### config.mk
export PLATFORM = sky130hd
export DESIGN_NAME = ping_rtt_probe_monitor
export DESIGN_NICKNAME = d
export VERILOG_FILES = /design/src/hdl/prm_pkg.sv /design/src/hdl/ping_rtt_probe_monitor.sv /design/src/hdl/prm_div.sv /design/src/hdl/prm_ctrl.sv /design/src/hdl/prm_dp.sv
export SDC_FILE = /design/constraint.sdc
export NUM_CORES = 2
export LEC_CHECK = 0
export BUFFER_PORTS_ARGS = -buffer_cell sky130_fd_sc_hd__buf_2
export CAP_MARGIN = 20
export CORE_MARGIN = 1
export CORE_UTILIZATION = 30
export CTS_CLUSTER_DIAMETER = 200
export DETAILED_ROUTE_END_ITERATION = 8
export PLACE_DENSITY = 0.52
export REMOVE_ABC_BUFFERS = 1
export SYNTH_ARGS = -nofsm -noshare
export SYNTH_HDL_FRONTEND = slang
export SYNTH_SLANG_ARGS = --single-unit
### constraint.sdc
create_clock -name clk -period 41.3 [get_ports clk]
set_clock_uncertainty 0.15 [all_clocks]
set_input_delay 8.26 -clock clk [delete_from_list [all_inputs] [get_ports clk]]
set_output_delay 8.26 -clock clk [all_outputs]
set_load 0.01 [all_outputs]
### src/hdl/prm_pkg.sv
`timescale 1ns / 1ps
package prm_pkg;

	localparam int unsigned IN_DATA_W  = 160;
	localparam int unsigned OUT_DATA_W = 328;
	localparam int unsigned CFG_IDX_W  = 8;
	localparam int unsigned KIND_W     = 2;
	localparam int unsigned DIV_CNT_W  = 7;

	localparam logic [DIV_CNT_W-1:0] DIV_STEPS = 7'd64;

	localparam logic [31:0] SEQ_MAGIC     = 32'hC0DE_0000;
	localparam logic [31:0] SEQ_HIGH_MASK = 32'hFFFF_0000;
	localparam logic [31:0] US_PER_MS     = 32'd1000;
	localparam logic [7:0]  ID_RESET      = 8'd1;

	// floor(x / 1000) = (x * MS_RECIP) >> 38 and floor(x / 5) = (x * EW_RECIP) >> 34
	// for every 32-bit x
	localparam logic [31:0] MS_RECIP = 32'h1062_4DD3;
	localparam logic [31:0] EW_RECIP = 32'hCCCC_CCCD;

	localparam logic [CFG_IDX_W-1:0] REG_OWN_SYSTEM    = 8'd0;
	localparam logic [CFG_IDX_W-1:0] REG_OWN_COMPONENT = 8'd1;

	localparam logic [KIND_W-1:0] KIND_PROBE   = 2'd0;
	localparam logic [KIND_W-1:0] KIND_ECHO    = 2'd1;
	localparam logic [KIND_W-1:0] KIND_SAMPLE  = 2'd2;
	localparam logic [KIND_W-1:0] KIND_IGNORED = 2'd3;

	localparam logic OP_TICK = 1'b0;
	localparam logic OP_PING = 1'b1;

	typedef enum logic [2:0] {
		ST_IDLE,
		ST_EVAL,
		ST_MS,
		ST_EW,
		ST_MEAN,
		ST_OUT
	} state_t;

	typedef struct packed {
		logic     load_in;
		logic     eval;
		logic     div_start;
		logic     upd_ms;
		logic     upd_ewma;
		logic     upd_mean;
		logic     out_load;
	} cmd_t;

	typedef struct packed {
		logic is_sample;
		logic div_done;
		logic out_free;
	} stat_t;

endpackage

### src/hdl/ping_rtt_probe_monitor.sv
`timescale 1ns / 1ps
// Channel  Dir  Handshake              Payload
// s_       in   s_tvalid / s_tready    s_tdata (160 b), s_tuser = operation
// m_       out  m_tvalid / m_tready    m_tdata (328 b), m_tuser = kind
// cfg_     in   cfg_valid / cfg_ready  cfg_index (8 b), cfg_data (8 b)
//
// One item at a time. Ticks, echoes and ignored pings go from evaluation straight to
// the output state. A round-trip sample scales ms and smoothing by reciprocal multiply
// and runs a 64-step divider for the mean before it reaches the output state.
// A result held by m_tready stalls the block in its output state.
// Reset loads own ids with 1 and clears all counters; least ms reads all ones.
module ping_rtt_probe_monitor (
	input  logic                              clk,
	input  logic                              arst_n,
	input  logic                              s_tvalid,
	output logic                              s_tready,
	// now_us[31:0], in_time_usec[95:32], in_seq[127:96], in_target_system,
	// in_target_component, sender_system, sender_component
	input  logic [prm_pkg::IN_DATA_W-1:0]     s_tdata,
	// operation
	input  logic                              s_tuser,
	output logic                              m_tvalid,
	input  logic                              m_tready,
	// out_time_usec, out_seq, out_target_system, out_target_component, rtt_us,
	// ewma_us, one_way_us, min_ms, max_ms, mean_us, timeout_count, zero pad
	output logic [prm_pkg::OUT_DATA_W-1:0]    m_tdata,
	// kind
	output logic [prm_pkg::KIND_W-1:0]        m_tuser,
	input  logic                              cfg_valid,
	output logic                              cfg_ready,
	input  logic [prm_pkg::CFG_IDX_W-1:0]     cfg_index,
	input  logic [7:0]                        cfg_data
);

	prm_pkg::cmd_t  cmd;
	prm_pkg::stat_t stat;

	assign cfg_ready = 1'b1;

	prm_ctrl u_ctrl (
		.clk      (clk),
		.arst_n   (arst_n),
		.s_tvalid (s_tvalid),
		.s_tready (s_tready),
		.stat     (stat),
		.cmd      (cmd)
	);

	prm_dp u_dp (
		.clk       (clk),
		.arst_n    (arst_n),
		.s_tdata   (s_tdata),
		.s_tuser   (s_tuser),
		.m_tdata   (m_tdata),
		.m_tuser   (m_tuser),
		.m_tvalid  (m_tvalid),
		.m_tready  (m_tready),
		.cfg_valid (cfg_valid),
		.cfg_index (cfg_index),
		.cfg_data  (cfg_data),
		.cmd       (cmd),
		.stat      (stat)
	);

endmodule

### src/hdl/prm_div.sv
`timescale 1ns / 1ps
module prm_div (
	input  logic                           clk,
	input  logic                           arst_n,
	input  logic                           start,
	input  logic [63:0]                    dividend,
	input  logic [prm_pkg::DIV_CNT_W-1:0]  nbits,
	input  logic [31:0]                    divisor,
	output logic [63:0]                    quo,
	output logic                           done
);

	logic [63:0]                   q_q;
	logic [31:0]                   rem_q;
	logic [31:0]                   dvs_q;
	logic [prm_pkg::DIV_CNT_W-1:0] cnt_q;
	logic                          busy_q;
	logic                          done_q;
	logic [32:0]                   trial;
	logic                          fits;
	logic [32:0]                   diff;

	assign trial = {rem_q, q_q[63]};
	assign fits  = trial >= {1'b0, dvs_q};
	assign diff  = trial - {1'b0, dvs_q};

	always_ff @(posedge clk or negedge arst_n) begin
		if (!arst_n) begin
			busy_q <= 1'b0;
			done_q <= 1'b0;
			cnt_q  <= '0;
		end else begin
			done_q <= busy_q && (cnt_q == 7'd1);
			if (start) begin
				busy_q <= 1'b1;
				cnt_q  <= nbits;
			end else if (busy_q) begin
				cnt_q <= cnt_q - 7'd1;
				if (cnt_q == 7'd1)
					busy_q <= 1'b0;
			end
		end
	end

	always_ff @(posedge clk) begin
		if (start) begin
			q_q   <= dividend;
			rem_q <= '0;
			dvs_q <= divisor;
		end else if (busy_q) begin
			q_q   <= {q_q[62:0], fits};
			rem_q <= fits ? diff[31:0] : trial[31:0];
		end
	end

	assign quo  = q_q;
	assign done = done_q;

endmodule

### src/hdl/prm_ctrl.sv
`timescale 1ns / 1ps
module prm_ctrl (
	input  logic           clk,
	input  logic           arst_n,
	input  logic           s_tvalid,
	output logic           s_tready,
	input  prm_pkg::stat_t stat,
	output prm_pkg::cmd_t  cmd
);

	prm_pkg::state_t state_q;
	prm_pkg::state_t state_nx;

	always_ff @(posedge clk or negedge arst_n) begin
		if (!arst_n)
			state_q <= prm_pkg::ST_IDLE;
		else
			state_q <= state_nx;
	end

	always_comb begin
		state_nx = state_q;
		case (state_q)
			prm_pkg::ST_IDLE: begin
				if (s_tvalid)
					state_nx = prm_pkg::ST_EVAL;
			end
			prm_pkg::ST_EVAL: begin
				state_nx = stat.is_sample ? prm_pkg::ST_MS : prm_pkg::ST_OUT;
			end
			prm_pkg::ST_MS: begin
				state_nx = prm_pkg::ST_EW;
			end
			prm_pkg::ST_EW: begin
				state_nx = prm_pkg::ST_MEAN;
			end
			prm_pkg::ST_MEAN: begin
				if (stat.div_done)
					state_nx = prm_pkg::ST_OUT;
			end
			prm_pkg::ST_OUT: begin
				if (stat.out_free)
					state_nx = prm_pkg::ST_IDLE;
			end
			default: state_nx = prm_pkg::ST_IDLE;
		endcase
	end

	always_comb begin
		cmd      = '0;
		s_tready = 1'b0;
		case (state_q)
			prm_pkg::ST_IDLE: begin
				s_tready    = 1'b1;
				cmd.load_in = s_tvalid;
			end
			prm_pkg::ST_EVAL: begin
				cmd.eval = 1'b1;
			end
			prm_pkg::ST_MS: begin
				cmd.upd_ms    = 1'b1;
				cmd.div_start = 1'b1;
			end
			prm_pkg::ST_EW: begin
				cmd.upd_ewma = 1'b1;
			end
			prm_pkg::ST_MEAN: begin
				cmd.upd_mean = stat.div_done;
			end
			prm_pkg::ST_OUT: begin
				cmd.out_load = stat.out_free;
			end
			default: cmd = '0;
		endcase
	end

endmodule

### src/hdl/prm_dp.sv
`timescale 1ns / 1ps
module prm_dp (
	input  logic                             clk,
	input  logic                             arst_n,
	input  logic [prm_pkg::IN_DATA_W-1:0]    s_tdata,
	input  logic                             s_tuser,
	output logic [prm_pkg::OUT_DATA_W-1:0]   m_tdata,
	output logic [prm_pkg::KIND_W-1:0]       m_tuser,
	output logic                             m_tvalid,
	input  logic                             m_tready,
	input  logic                             cfg_valid,
	input  logic [prm_pkg::CFG_IDX_W-1:0]    cfg_index,
	input  logic [7:0]                       cfg_data,
	input  prm_pkg::cmd_t                    cmd,
	output prm_pkg::stat_t                   stat
);

	logic [7:0]  own_sys_q, own_comp_q;

	logic        op_q;
	logic [31:0] now_q;
	logic [63:0] itime_q;
	logic [31:0] iseq_q;
	logic [7:0]  tsys_q, tcomp_q, ssys_q, scomp_q;

	logic [15:0] probe_cnt_q;
	logic [31:0] out_seq_q;
	logic [31:0] sent_time_q;
	logic        awaiting_q;
	logic [31:0] count_q;
	logic [63:0] sum_q;
	logic [31:0] smooth_q;
	logic [31:0] least_q;
	logic [22:0] greatest_q;
	logic [31:0] timeouts_q;
	logic [7:0]  resp_q;
	logic [31:0] mean_q;

	logic [prm_pkg::KIND_W-1:0] kind_q;
	logic [63:0] otime_q;
	logic [31:0] oseq_q;
	logic [7:0]  otsys_q, otcomp_q;
	logic [31:0] rtt_q;

	logic [prm_pkg::OUT_DATA_W-1:0] mdata_q;
	logic [prm_pkg::KIND_W-1:0]     muser_q;
	logic                           mvalid_q;

	logic        ew_up_s1;
	logic [31:0] ew_old_s1;
	logic [31:0] ew_dist_s1;

	logic        bcast, to_us, match, is_sample;
	logic [31:0] rtt;
	logic [31:0] probe_seq;
	logic [63:0] ms_prod;
	logic [31:0] ms;
	logic [31:0] ew_old;
	logic        ew_up;
	logic [31:0] ew_dist;
	logic [63:0] ew_prod;
	logic [31:0] ew_f;
	logic [63:0] quo;
	logic        div_done;

	assign bcast = (tsys_q == 8'd0) && (tcomp_q == 8'd0);
	assign to_us = (tsys_q == own_sys_q || tsys_q == 8'd0)
		&& (tcomp_q == own_comp_q || tcomp_q == 8'd0);
	assign match = ((iseq_q & prm_pkg::SEQ_HIGH_MASK) == prm_pkg::SEQ_MAGIC)
		&& awaiting_q && (iseq_q == out_seq_q);
	assign is_sample = (op_q != prm_pkg::OP_TICK) && !bcast && to_us && match
		&& (resp_q == 8'd0 || ssys_q == resp_q);
	assign rtt       = now_q - sent_time_q;
	assign probe_seq = prm_pkg::SEQ_MAGIC | {16'd0, probe_cnt_q};

	assign ms_prod = {32'd0, rtt_q} * {32'd0, prm_pkg::MS_RECIP};
	assign ms      = {6'd0, ms_prod[63:38]};

	// (4*old + new) / 5 = old + (new - old) / 5, rounded toward minus infinity
	assign ew_old  = (smooth_q == 32'd0) ? rtt_q : smooth_q;
	assign ew_up   = rtt_q >= ew_old;
	assign ew_dist = ew_up ? (rtt_q - ew_old) : (ew_old - rtt_q - 32'd1);
	assign ew_prod = {32'd0, ew_dist_s1} * {32'd0, prm_pkg::EW_RECIP};
	assign ew_f    = {2'd0, ew_prod[63:34]};

	prm_div u_div (
		.clk      (clk),
		.arst_n   (arst_n),
		.start    (cmd.div_start),
		.dividend (sum_q),
		.nbits    (prm_pkg::DIV_STEPS),
		.divisor  (count_q),
		.quo      (quo),
		.done     (div_done)
	);

	always_ff @(posedge clk or negedge arst_n) begin
		if (!arst_n) begin
			own_sys_q   <= prm_pkg::ID_RESET;
			own_comp_q  <= prm_pkg::ID_RESET;
			probe_cnt_q <= '0;
			out_seq_q   <= '0;
			sent_time_q <= '0;
			awaiting_q  <= 1'b0;
			count_q     <= '0;
			sum_q       <= '0;
			smooth_q    <= '0;
			least_q     <= '1;
			greatest_q  <= '0;
			timeouts_q  <= '0;
			resp_q      <= '0;
			mean_q      <= '0;
			mvalid_q    <= 1'b0;
		end else begin
			if (cfg_valid && cfg_index == prm_pkg::REG_OWN_SYSTEM)
				own_sys_q <= cfg_data;
			if (cfg_valid && cfg_index == prm_pkg::REG_OWN_COMPONENT)
				own_comp_q <= cfg_data;
			if (cmd.eval) begin
				if (op_q == prm_pkg::OP_TICK) begin
					if (awaiting_q)
						timeouts_q <= timeouts_q + 32'd1;
					probe_cnt_q <= probe_cnt_q + 16'd1;
					out_seq_q   <= probe_seq;
					sent_time_q <= now_q;
					awaiting_q  <= 1'b1;
				end else if (!bcast && to_us && match) begin
					if (resp_q == 8'd0)
						resp_q <= ssys_q;
					if (is_sample) begin
						awaiting_q <= 1'b0;
						count_q    <= count_q + 32'd1;
						sum_q      <= sum_q + {32'd0, rtt};
					end
				end
			end
			if (cmd.upd_ms) begin
				if (ms < least_q)
					least_q <= ms;
				if (ms[22:0] > greatest_q)
					greatest_q <= ms[22:0];
			end
			if (cmd.upd_ewma)
				smooth_q <= ew_up_s1 ? (ew_old_s1 + ew_f) : (ew_old_s1 - ew_f - 32'd1);
			if (cmd.upd_mean)
				mean_q <= (count_q == 32'd0) ? 32'd0 : quo[31:0];
			if (cmd.out_load)
				mvalid_q <= 1'b1;
			else if (m_tready)
				mvalid_q <= 1'b0;
		end
	end

	always_ff @(posedge clk) begin
		if (cmd.load_in) begin
			op_q    <= s_tuser;
			now_q   <= s_tdata[31:0];
			itime_q <= s_tdata[95:32];
			iseq_q  <= s_tdata[127:96];
			tsys_q  <= s_tdata[135:128];
			tcomp_q <= s_tdata[143:136];
			ssys_q  <= s_tdata[151:144];
			scomp_q <= s_tdata[159:152];
		end
		if (cmd.upd_ms) begin
			ew_up_s1   <= ew_up;
			ew_old_s1  <= ew_old;
			ew_dist_s1 <= ew_dist;
		end
		if (cmd.eval) begin
			otime_q  <= '0;
			oseq_q   <= '0;
			otsys_q  <= '0;
			otcomp_q <= '0;
			rtt_q    <= '0;
			if (op_q == prm_pkg::OP_TICK) begin
				kind_q  <= prm_pkg::KIND_PROBE;
				otime_q <= {32'd0, now_q};
				oseq_q  <= probe_seq;
			end else if (bcast) begin
				kind_q   <= prm_pkg::KIND_ECHO;
				otime_q  <= itime_q;
				oseq_q   <= iseq_q;
				otsys_q  <= ssys_q;
				otcomp_q <= scomp_q;
			end else if (is_sample) begin
				kind_q <= prm_pkg::KIND_SAMPLE;
				rtt_q  <= rtt;
			end else begin
				kind_q <= prm_pkg::KIND_IGNORED;
			end
		end
		if (cmd.out_load) begin
			muser_q <= kind_q;
			mdata_q <= {2'b00, timeouts_q, mean_q, greatest_q, least_q,
				smooth_q[31:1], smooth_q, rtt_q, otcomp_q, otsys_q, oseq_q, otime_q};
		end
	end

	assign stat.is_sample = is_sample;
	assign stat.div_done  = div_done;
	assign stat.out_free  = !mvalid_q || m_tready;

	assign m_tdata  = mdata_q;
	assign m_tuser  = muser_q;
	assign m_tvalid = mvalid_q;

endmodule
# Word-level counts from Yosys, hierarchy flattened
# Index checks and enable logic that the tools add are counted.
[totals]
reg_bits = 1178
output_inout_bits = 333
wordCells = 157
in_bits = 182
[op_classes]
n_addsub = 13
mux = 35
multipliers = 2
n_eq_ne = 17
reduce_logical = 39
n_bitwise = 2
magnitude_cmp = 4
[op_table]
columns = ["cell", "n"]
rows = [
  ["$mux 32", 8],
  ["$mux 64", 2],
  ["$sub 32x32->32", 4],
  ["$add 32x1->32 const B", 2],
  ["$add 64x32->64", 1],
  ["$logic_not 32->1", 2],
  ["$mul 32x32->64 const B", 1],
  ["$sub 32x1->32 const B", 2],
  ["$mul 32x29->61 const B", 1],
  ["$ge 33x32->1", 1],
  ["$add 32x30->32", 1],
  ["$eq 32x32->1", 1],
  ["$ge 32x32->1", 1],
  ["$logic_not 8->1", 4],
  ["$lt 23x32->1", 1],
  ["$sub 32x30->32", 1],
  ["$eq 8x8->1", 3],
  ["$gt 23x23->1", 1],
  ["$pmux 3 s6", 1],
  ["$add 16x1->16 const B", 1],
  ["$eq 16x16->1 const B", 1],
  ["$mux 1", 16],
  ["$mux 16", 1],
  ["$mux 7", 2],
  ["21 further kinds", 53],
]

# Logic depth before layout (Yosys ltp)
[logic_depth]
ltp_word = 10
depth_mapped = 42
mapped_depth_nobuf = 41

# Hierarchy
# From an unflattened synthesis, not the netlist that was laid out.
[unflattened]
cells_unflattened = 7593
hier_area_um2 = 84556.1
[modules_own_cells]
columns = ["mod", "seq_area_each_um2", "cells_each", "area_per_inst_um2", "n_inst"]
rows = [
  ["prm_dp", 28139.5, 6933, 76943.8, 1],
  ["prm_div", 3748.6, 627, 7347.0, 1],
  ["prm_ctrl", 75.1, 31, 254.0, 1],
  ["ping_rtt_probe_monitor", 0.0, 2, 11.3, 1],
]

# Worst setup path after synthesis
# Ideal clock, no wire load.
[synth_timing]
kind = "in2reg"
startpoint = "input port m_tready"
endpoint = "register u_dp.mdata_q, in the netlist u_dp.m_tdata[0] (enable)"
setup_slack_ns = 19.963
required_ns = 40.206
t_arrival_ns = 20.243
cell_stages = 2
n_path_buf = 0
setup_ns = 0.944
cell_sequence = "nor2b_1 > nor2_1"
[synth_lines]
columns = ["element", "line_no", "source"]
rows = [
  ["start, declared", "ping_rtt_probe_monitor.sv:23", "input logic m_tready,"],
  ["end signal, assigned", "prm_dp.sv:195", "mdata_q <= {2'b00, timeouts_q, mean_q, greatest_q, least_q,"],
  ["end, declared", "prm_dp.sv:45", "logic [prm_pkg::OUT_DATA_W-1:0] mdata_q;"],
]

# Final worst setup path
[layout_timing]
startpoint = "register u_dp.ew_dist_s1[9]"
endpoint = "register u_dp.smooth_q[30]"
[layout_between]
elab_chain_len = 4
word_cells_on_any_way = 5
cone_classes = "3 x add/sub; 1 x mul; 1 x mux"
[layout_lines]
columns = ["element", "line_no", "source"]
rows = [
  ["start, declared", "prm_dp.sv:51", "logic [31:0] ew_dist_s1;"],
  ["start signal, assigned", "prm_dp.sv:168", "ew_dist_s1 <= ew_dist;"],
  ["$mul 32x32->64 (*)", "prm_dp.sv:83", "assign ew_prod = {32'd0, ew_dist_s1} * {32'd0, prm_pkg::EW_RECIP};"],
  ["$sub 32x30->32", "prm_dp.sv:144", "smooth_q <= ew_up_s1 ? (ew_old_s1 + ew_f) : (ew_old_s1 - ew_f - 32'd1);"],
  ["$sub 32x1->32", "prm_dp.sv:144", ""],
  ["$mux 32 (*)", "prm_dp.sv:144", ""],
  ["end signal, assigned", "prm_dp.sv:144", ""],
  ["end, declared", "prm_dp.sv:32", "logic [31:0] smooth_q;"],
]
# Every way passes the cells marked *; elsewhere a longest branch is shown, timed or not.
# A chain may end at the register's enable or synchronous reset.

==> metrics.md <==
| Metric | Value |
|---|---|
| Status | finished clean |
| Period Utilization, post-route | 28.5% |
| Hold Path Stages | 0 |
| Antenna-violating nets left | 0 |
| CTS buffer count | 142 |
| Final setup viols | 0 |
| Area Growth Syn to Fin | 13.7% |
| Max Slew Vio Count | 0 |
| Synth Instances | 7,582 |
| Ports | 515 |
| Hold Fails Final Rpt | 0 |
| CP endpoint kind | flip-flop |
| First-pass GRT wire length | 360,000 microns |
| Layout cells sized above 1 | 11.7% |
| Clock sink count | 1,131 |
| Crit-path slowest cell | a2111oi_0 |
| FF-to-FF path depth | 35 |
| Post-synth EDFFs | 757 |
| Static Leak | 42.2 nW |
| Synthesis Warnings | 0 |
| CP max stage delay | 0.83 ns |
| Commonest non-fill, non-tap cell in the layout | inv_1 |
| FP Rows | 193 |
| CTS tree | yes |
| Total negative slack | 0 ns |
| Routed wire length per instance | 20.1 microns |
| Required @ worst endpoint | 41.76 ns |
| Max_cap viols | 0 |
| Antenna violations before repair | 22 |
| Actual slew at the worst max-slew pin | 1.06 ns |
| Layout Nets | 9,973 |
| Most frequent cells in the layout | 1,434 x inv_1, 1,010 x ha_1, 757 x edfxtp_1 |
| Largest net degree at the start of global routing | 170 |
| CTS root buf | clkbuf_16 |
| CP max FO | 10 |
| Drt initial violations | 3,630 |
| Fmax | 84.9 MHz |
| Total GRT Usage | 16.9% |
| CTS clk-pin slew, worst paths | 0.06 ns |
| Core Area | 277,000 sq um |
| VDD IR max | 35.5 uV |
| Crit start category | flip-flop |
| CTS max path bufs | 4 |
| Synth Cell Area | 83,800 sq um |
| GP Congestion | 0.901 |
| Detailed Place HPWL | 189,000 microns |
| Via density | 4.67 |
| Port Buffers | 511 |
| Avg Cell Area, Syn | 11.0 sq um |
| Async set or reset register ratio after synthesis | 30.2% |
| Worst Hold Class | flip-flop to flip-flop |
| Remaining DRCs | 0 |
| Die Span Y | 530 microns |
| Synth Register Bits | 1,131 |
| Power Density | 25.8 nW/um^2 |
| Crit path DAT | 12.24 ns |
| Post-synth cell types | 85 |
| H-tree depth | 4 |
| Die area | 281,000 sq um |
| Power Total | 2.46 mW |
| Most used DFF post-synth | edfxtp_1 |
| Vias | 55.7k |
| Sequential-to-total area share from yosys stat | 38.2% |
| RSZ-0062 raised after global routing | no |
| Clock latency on the worst-skew pair | 0.85 ns |
| Final WL | 239,000 microns |
| Starting Density | 30.2% |
| GR Overflow Total | 0 |
| Slew headroom | 28.5% |
| Vias in the first global route | 58.2k |
| Min Tclk post-route | 11.78 ns |
| Hold Buf Count CTS | 0 |
| Drt first pass iters | 5 |
| Die width | 530 microns |
| Setup Buffers After CTS | 0 |
| Crit Path Class | flip-flop to flip-flop |
| Post-CTS sizing | 0 |
==> synth_stat cells, types with 7 or more instances <==
library cell,count,area share (%)
o211ai_1,15,0.13
ha_1,1010,15
o21a_1,35,0.31
a21o_1,173,1.6
a211o_1,12,0.13
and4_1,13,0.14
a22o_1,35,0.37
clkbuf_1,158,0.71
nor2b_1,89,0.66
o21ai_0,316,1.9
o31ai_1,17,0.15
inv_1,1435,6.4
buf_4,43,0.39
o2111ai_1,7,0.073
nor2_1,219,0.98
a211oi_1,48,0.43
dfrtp_1,316,9.4
a21oi_1,332,2.0
mux2i_1,23,0.27
a31o_2,7,0.073
and2_1,29,0.22
fa_1,683,16
a31oi_1,25,0.19
mux2_2,86,1.2
o21bai_1,51,0.46
buf_2,9,0.054
or4_1,11,0.099
a221o_1,8,0.096
a2111oi_0,10,0.10
and3_1,102,0.76
nand2b_1,37,0.28
nor4_1,39,0.29
a221oi_1,8,0.084
nand4_1,78,0.58
nand3_1,131,0.78
nor3_1,62,0.37
edfxtp_1,757,27
xnor2_1,252,2.6
dfxtp_1,32,0.76
o41ai_1,7,0.073
xor2_1,175,1.8
dfstp_2,26,0.82
or2_2,14,0.10
or3_1,13,0.097
nand2_1,519,2.3
==> stage by stage <==
stage	cells	worst slack, ns	hold WS, ns	utilization [%]	instance area (sq um)
floorplan	7366	19.96	0.250	-	82800
global route	11900	28.80	0.259	34.4	95200
detailed placement	11700	29.20	0.255	32.7	90700
finish	11900	29.52	0.254	34.4	95300
CTS	11900	29.53	0.248	34.4	95200
global placement	11700	29.30	0.251	32.7	90700
==> area by class of cell <==
cell class,instances,area [sq um]
Multi-Input combinational cell,4798,45500
Timing Repair Buffer,588,3180
Sequential cell,1131,32000
Inverter,1437,5400
Fill cell,27800,182000
Clock buffer,171,3710
Antenna cell,13,32.5
Clock inverter,79,832
Tap cell,3705,4640
==> power by group <==
part	internal, mW	total (mW)	switching (mW)
Sequential	1.20	1.20	0.000546
Combinational	0.00741	0.0181	0.0107
Clock	0.737	1.24	0.500
==> path summary, 6_finish.rpt <==
kind / from / slack, ns / end
max reg2reg: u_dp.ew_dist_s1[9]$_DFFE_PP_ / 29.52 / u_dp.smooth_q[30]$_DFFE_PN0N_
min in group asynchronous: arst_n / 7.24 / u_dp.out_seq_q[5]$_DFFE_PN0P_
min reg2reg: u_dp.otime_q[24]$_DFFE_PN_ / 0.25 / u_dp.m_tdata[24]$_DFFE_PP_
min: u_dp.otime_q[24]$_DFFE_PN_ / 0.25 / u_dp.m_tdata[24]$_DFFE_PP_
max: u_dp.ew_dist_s1[9]$_DFFE_PP_ / 29.52 / u_dp.smooth_q[30]$_DFFE_PN0N_
max in group asynchronous: arst_n / 31.36 / u_dp.greatest_q[10]$_DFFE_PN0P_
==> sequential cells by signal (all words and copies together) (netlist names), 32 cells and up <==
signal and flops:
u_dp.m_tdata 287, u_dp.itime_q 64, u_dp.otime_q 64, u_dp.sum_q 64, u_dp.u_div.quo 64, u_dp.count_q 32, u_dp.ew_dist_s1 32, u_dp.ew_old_s1 32
u_dp.iseq_q 32, u_dp.mean_q 32, u_dp.now_q 32, u_dp.oseq_q 32, u_dp.rtt_q 32, u_dp.sent_time_q 32, u_dp.smooth_q 32, u_dp.timeouts_q 32
u_dp.u_div.dvs_q 32, u_dp.u_div.rem_q 32
==> worst max-delay path, delay by kind of cell (launching register included) <==
family	cells	cell delay, ns
mux	1	0.26
buf+inv	3	0.16
simple gates	3	0.32
flops	1	0.57
xor+xnor	3	0.77
fa+ha+maj	10	4.00
compound gates	15	5.32
==> metal layers <==
| metal | vias to the layer above | track usage (%) | part of all wire (%) |
|---|---|---|---|
| li1 | 26400 | - | - |
| met1 | 27600 | 22.3 | 44 |
| met2 | 1377 | 27.7 | 46 |
| met3 | 312 | 3.99 | 6.6 |
| met4 | 18 | 4.73 | 2.8 |
| met5 | - | 0 | 0.048 |
==> cell families after synthesis <==
| family | count (synthesis) | synth area share [%] |
|---|---|---|
| adders and majority gates | 1693 | 31.4 |
| other | 2 | 0.00896 |
| buffers and inverters | 1654 | 7.63 |
| DFF | 1131 | 38.2 |
| xor gates and xnor gates | 427 | 4.46 |
| and+or+nand+nor | 1393 | 8.10 |
| muxes | 109 | 1.43 |
| AOI/OAI and AO/OA | 1173 | 8.81 |
Power figures use the tool's default switching activity.
